**config.mk**
```make
export PLATFORM = sky130hd
export DESIGN_NAME = mme_mac
export DESIGN_NICKNAME = d
export VERILOG_FILES = /design/src/rtl/matrix_multiply_engine_assert.svh /design/src/rtl/mme_pkg.sv /design/src/rtl/mme_mac.sv
export SDC_FILE = /design/constraint.sdc
export NUM_CORES = 1
export LEC_CHECK = 0
export CAP_MARGIN = 20
export CORE_ASPECT_RATIO = 1.75
export CORE_MARGIN = 2
export CORE_UTILIZATION = 30
export CTS_BUF_LIST = sky130_fd_sc_hd__clkbuf_2
export CTS_CLUSTER_DIAMETER = 100
export DETAILED_ROUTE_END_ITERATION = 10
export DONT_BUFFER_PORTS = 1
export SLEW_MARGIN = 20
export SYNTH_ARGS = -nofsm -noshare
export SYNTH_HDL_FRONTEND = slang
export SYNTH_SLANG_ARGS = --single-unit
```
**constraint.sdc**
```tcl
create_clock -name i_clk -period 13.9 [get_ports i_clk]
set_input_delay 2.78 -clock i_clk [delete_from_list [all_inputs] [get_ports i_clk]]
set_output_delay 2.78 -clock i_clk [all_outputs]
set_load 0.005 [all_outputs]
```
**src/rtl/matrix_multiply_engine_assert.svh**
```systemverilog
// Assertion macros for the matrix multiply engine.
// Used by the top level; expects i_clk and i_rst_n in scope.
`ifndef MATRIX_MULTIPLY_ENGINE_ASSERT_SVH
`define MATRIX_MULTIPLY_ENGINE_ASSERT_SVH

// same-cycle implication, disabled during reset
`define MME_ASSERT_NOW(lbl, ante, cons, msg) \
    lbl: assert property (@(posedge i_clk) disable iff (!i_rst_n) (ante) |-> (cons)) \
        else $error(msg);

// next-cycle implication, disabled during reset
`define MME_ASSERT_NEXT(lbl, ante, cons, msg) \
    lbl: assert property (@(posedge i_clk) disable iff (!i_rst_n) (ante) |=> (cons)) \
        else $error(msg);

`endif

```
**src/rtl/mme_pkg.sv**
```systemverilog
// Shared types and constants of the matrix multiply engine.
// No dependencies; imported by mme_mac and the top level.
package mme_pkg;

    localparam int MAX_DIM    = 64;
    localparam int ELEM_WIDTH = 16;
    localparam int IDX_BITS   = $clog2(MAX_DIM);
    localparam int DIM_BITS   = 7;
    localparam int SUM_BITS   = 40;
    localparam int PROD_WIDTH = 2 * ELEM_WIDTH;
    localparam int STORE_DEPTH = MAX_DIM * MAX_DIM;
    localparam int ADDR_BITS  = $clog2(STORE_DEPTH);

    localparam logic [DIM_BITS-1:0] DIM_MAX = DIM_BITS'(MAX_DIM);

    typedef enum logic [1:0] {
        REQ_WRITE_A = 2'd0,
        REQ_WRITE_B = 2'd1,
        REQ_COMPUTE = 2'd2
    } t_req_kind;

    typedef enum logic [1:0] {
        CFG_ROWS_A    = 2'd0,
        CFG_INNER_DIM = 2'd1,
        CFG_COLS_B    = 2'd2
    } t_cfg_index;

    typedef enum logic {
        ST_IDLE,
        ST_RUN
    } t_state;

    typedef struct packed {
        logic [1:0]                   req_type;
        logic [IDX_BITS-1:0]          row_index;
        logic [IDX_BITS-1:0]          col_index;
        logic signed [ELEM_WIDTH-1:0] elem_value;
    } t_req;

    typedef struct packed {
        logic signed [SUM_BITS-1:0] dot_value;
        logic [IDX_BITS-1:0]        out_row;
        logic [IDX_BITS-1:0]        out_col;
        logic                       range_error;
    } t_res;

    // control from the sequencer to the multiply-accumulate datapath
    typedef struct packed {
        logic clear;
        logic prod_en;
        logic acc_en;
    } t_mac_ctrl;

    // saturate a written dimension to MAX_DIM
    function automatic logic [DIM_BITS-1:0] clamp_dim(input logic [DIM_BITS-1:0] v);
        clamp_dim = (v > DIM_MAX) ? DIM_MAX : v;
    endfunction

endpackage

```
**src/rtl/mme_mac.sv**
```systemverilog
// Multiply-accumulate datapath: registered product, exact 40-bit sum.
// Depends on mme_pkg.
module mme_mac import mme_pkg::*; (
    input  logic                         i_clk,
    input  t_mac_ctrl                    i_ctrl,
    input  logic signed [ELEM_WIDTH-1:0] i_a,
    input  logic signed [ELEM_WIDTH-1:0] i_b,
    output logic signed [SUM_BITS-1:0]   o_acc
);

    logic signed [PROD_WIDTH-1:0] r_prod;
    logic signed [SUM_BITS-1:0]   r_acc;
    logic signed [SUM_BITS-1:0]   n_acc;

    always_comb begin
        n_acc = r_acc;
        if (i_ctrl.clear) begin
            n_acc = '0;
        end else if (i_ctrl.acc_en) begin
            n_acc = r_acc + SUM_BITS'(r_prod);
        end
    end

    always_ff @(posedge i_clk) begin
        if (i_ctrl.prod_en) begin
            r_prod <= i_a * i_b;
        end
        r_acc <= n_acc;
    end

    assign o_acc = r_acc;

endmodule

```
==> out/results.txt <==
starting density of the core -> 30.3%
GRT Total Usage -> 15.4%
maximum number of pins on one net before global-route repair -> 51
Seq/Total Area, Yosys -> 12.2%
gpl congestion -> 0.854
gr ovfl total -> 0
class of the worst hold path -> reg -> reg
Critical Path Sink Type -> flip-flop
share of layout cells above drive strength 1 -> 1.81%
number of antenna violations at the first check in global routing -> 1
Adder-Cell Fraction of Synth Area -> 46.8%
# setup viols final -> 0
reg-to-reg slack, setup -> 10.55 ns
Root Buffer -> clkbuf_2
core area -> 47,700 µm²
port bufs -> 0
fmax -> 0.123 GHz
Tmin final -> 8.10 ns
largest family of logic cells by synthesized area -> adder cells
worst hold slack -> 0.544 ns
synth warn -> 0
Synth Register Bits -> 72
Pins Over Slew Limit -> 0
post-synthesis xor/xnor area fraction -> 3.20%
setup repair bufs after CTS -> 0
DR pass1 iterations -> 5
commonest non-fill, non-tap cells in the layout -> inv_1 (303), fa_1 (263), nand2_1 (163)
Rel. slew slack -> 31.2%
synthesis-to-finish area growth -> 4.51%
die width -> 170 µm
Worst-Margin Slew -> 1.03 ns
Core Rows -> 106
Maximum Capacitance Violations -> 0
DR vias/cell -> 5.05
Worst Clk Skew -> 0.0480 ns
simple-gate share of the synthesized area -> 15.9%
Worst EP required -> 14.21 ns
synthesized cell area -> 14,500 µm²
global-route wire length before repair -> 60.5 mm
synth unique cells -> 67
Clock Tree Buf Depth -> 2
post-synth top area share -> 36.4%
Fin. Hold Viols -> 0
Detailed Route Iter0 Violations -> 429
post-route setup slack -> 5.80 ns
Routed wire per std cell -> 17.7 µm
Vias -> 10,800
Worst-path clk slew -> 0.26 ns
Post-Place Setup Slack -> 5.23 ns
Clk Latency, worst-skew pair -> 0.61 ns
Final ANT Viol Nets -> 0
final period utilization -> 58.3%
number of global-route vias before repair -> 11,600
WHS Endpoint -> o_acc[32]
Fill cells -> 4,987
number of flops mapped to enable cells by yosys -> 32
cells after synthesis -> 1,595
post-synth net total -> 2,015
PostCTS Resize Cnt -> 0
Die Ht -> 295 µm
die area -> 50,100 µm²
RSZ-0062 raised after global routing -> no
CTS Hold Bufs -> 0
Fin Setup TNS -> 0 ns
Routed WL -> 37.9 mm
R2R Path Start -> o_acc[14]
post-route DRC violation count -> 0
top_reg_cell synth -> dfxtp_1
Worst EP arrival -> 8.40 ns
ys async rst share -> 0%
CTS Buf Count -> 9
crit path launch type -> primary input
worst hold path depth -> 2
kind of critical path -> in -> reg
# IOs -> 76
leading cell types by total area after synthesis -> fa_1 (36%), ha_1 (10%), inv_1 (7.9%), edfxtp_1 (6.6%), and2_1 (5.6%)
Layout Nets -> 1,966
Worst R2R Path Depth -> 9
H-tree Lvls -> 3
Yosys top cell by area -> fa_1
worst r2r dst -> o_acc[36]
multiplexer share of the synthesized area -> 1.46%
CP Max Fanout -> 14
most common cell after layout, fill and taps aside -> inv_1
average size of a mapped cell -> 9.08 µm²
outcome -> complete, no violations
Sink Count -> 72
CTS tree -> built
HP Start -> o_acc[32]
DPL Wire Length -> 31.5 mm
complex-gate fraction of the synthesized area -> 10.9%
==> cell usage after synthesis, drive strengths merged, types with 5 or more instances <==
cell type and count:
inv 303, fa 263, nand2 163, and2 129, ha 121, nor2 75
a21oi 57, clkbuf 44, o21ai 42, xnor2 42, dfxtp 40, edfxtp 32
a21o 30, nand3 21, mux2i 20, nor3 18, buf 16, a211oi 13
a31oi 12, nand4 12, o211ai 11, o21a 11, xor2 11, or3 10
nand2b 9, a211o 8, nor2b 6, and3 5, o311ai 5
==> worst max-delay path, cell delays in order <==
cell and delay (ns):
inv_1 0.38, nor2_1 0.12, fa_1 0.52, fa_1 0.44, fa_1 0.55, fa_1 0.44
fa_1 0.49, inv_1 0.05, fa_1 0.48, inv_1 0.04, ha_1 0.33, o21ai_0 0.54
a21o_1 0.20, a21oi_1 0.06, o21ai_0 0.22, a311oi_1 0.10, o31ai_1 0.44, o311ai_0 0.22
==> worst max-delay path by stage <==
stage / slack [ns] / from / end / cells after the start
final: 5.80 / i_b[15] / r_prod[30] / 18
after detailed placement: 5.23 / i_b[15] / r_prod[30] / 18
after global routing: 5.49 / i_b[1] / r_prod[30] / 19
after floorplan: 5.53 / i_b[1] / r_prod[30] / 19
after CTS: 5.89 / i_a[5] / r_prod[30] / 19
after global placement: 5.30 / i_b[15] / r_prod[30] / 18
==> metal layers <==
layer / up-vias / wire, µm / global-route usage (%)
li1: 5003 / - / -
met1: 5424 / 13100 / 16.0
met2: 326 / 21200 / 29.8
met3: 95 / 1530 / 1.34
met4: 0 / 2090 / 8.82
met5: - / 0 / 0
==> metrics by stage <==
| stage | instance area, µm² | cells | util [%] |
|---|---|---|---|
| after floorplan | 14500 | 1595 | - |
| after global placement | 15000 | 2129 | 31.4 |
| after detailed placement | 15000 | 2129 | 31.4 |
| after CTS | 15100 | 2145 | 31.7 |
| after global routing | 15100 | 2146 | 31.7 |
| final | 15100 | 2146 | 31.7 |
==> flip-flops by register name, summed over array words and instances, names as in the netlist <==
register	cells
o_acc	40
r_prod	32
==> logic make-up (layout without fill, tap and decap cells) <==
| kind of cell | Yosys count | in the layout |
|---|---|---|
| DFF | 72 | 72 |
| AOI/OAI and AO/OA | 234 | 234 |
| and+or+nand+nor | 468 | 468 |
| other | 0 | 1 |
| muxes | 21 | 21 |
| xor gates and xnor gates | 53 | 53 |
| buffers and inverters | 363 | 319 |
| adders and majority gates | 384 | 384 |
==> layout make-up <==
| type | instances | area, µm² | share of cell area [%] |
|---|---|---|---|
| multi-input combinational | 1160 | 11300 | 74.9 |
| sequential | 72 | 1760 | 11.6 |
| inverter | 303 | 1140 | 7.51 |
| tap | 594 | 743 | 4.91 |
| clock inverter | 7 | 103 | 0.678 |
| clock buffer | 9 | 45.0 | 0.298 |
| antenna | 1 | 2.50 | 0.0165 |
Power is left out: the tool's default activity adds up to more than one toggle a clock period on the data nets, which glitch-free logic cannot reach.
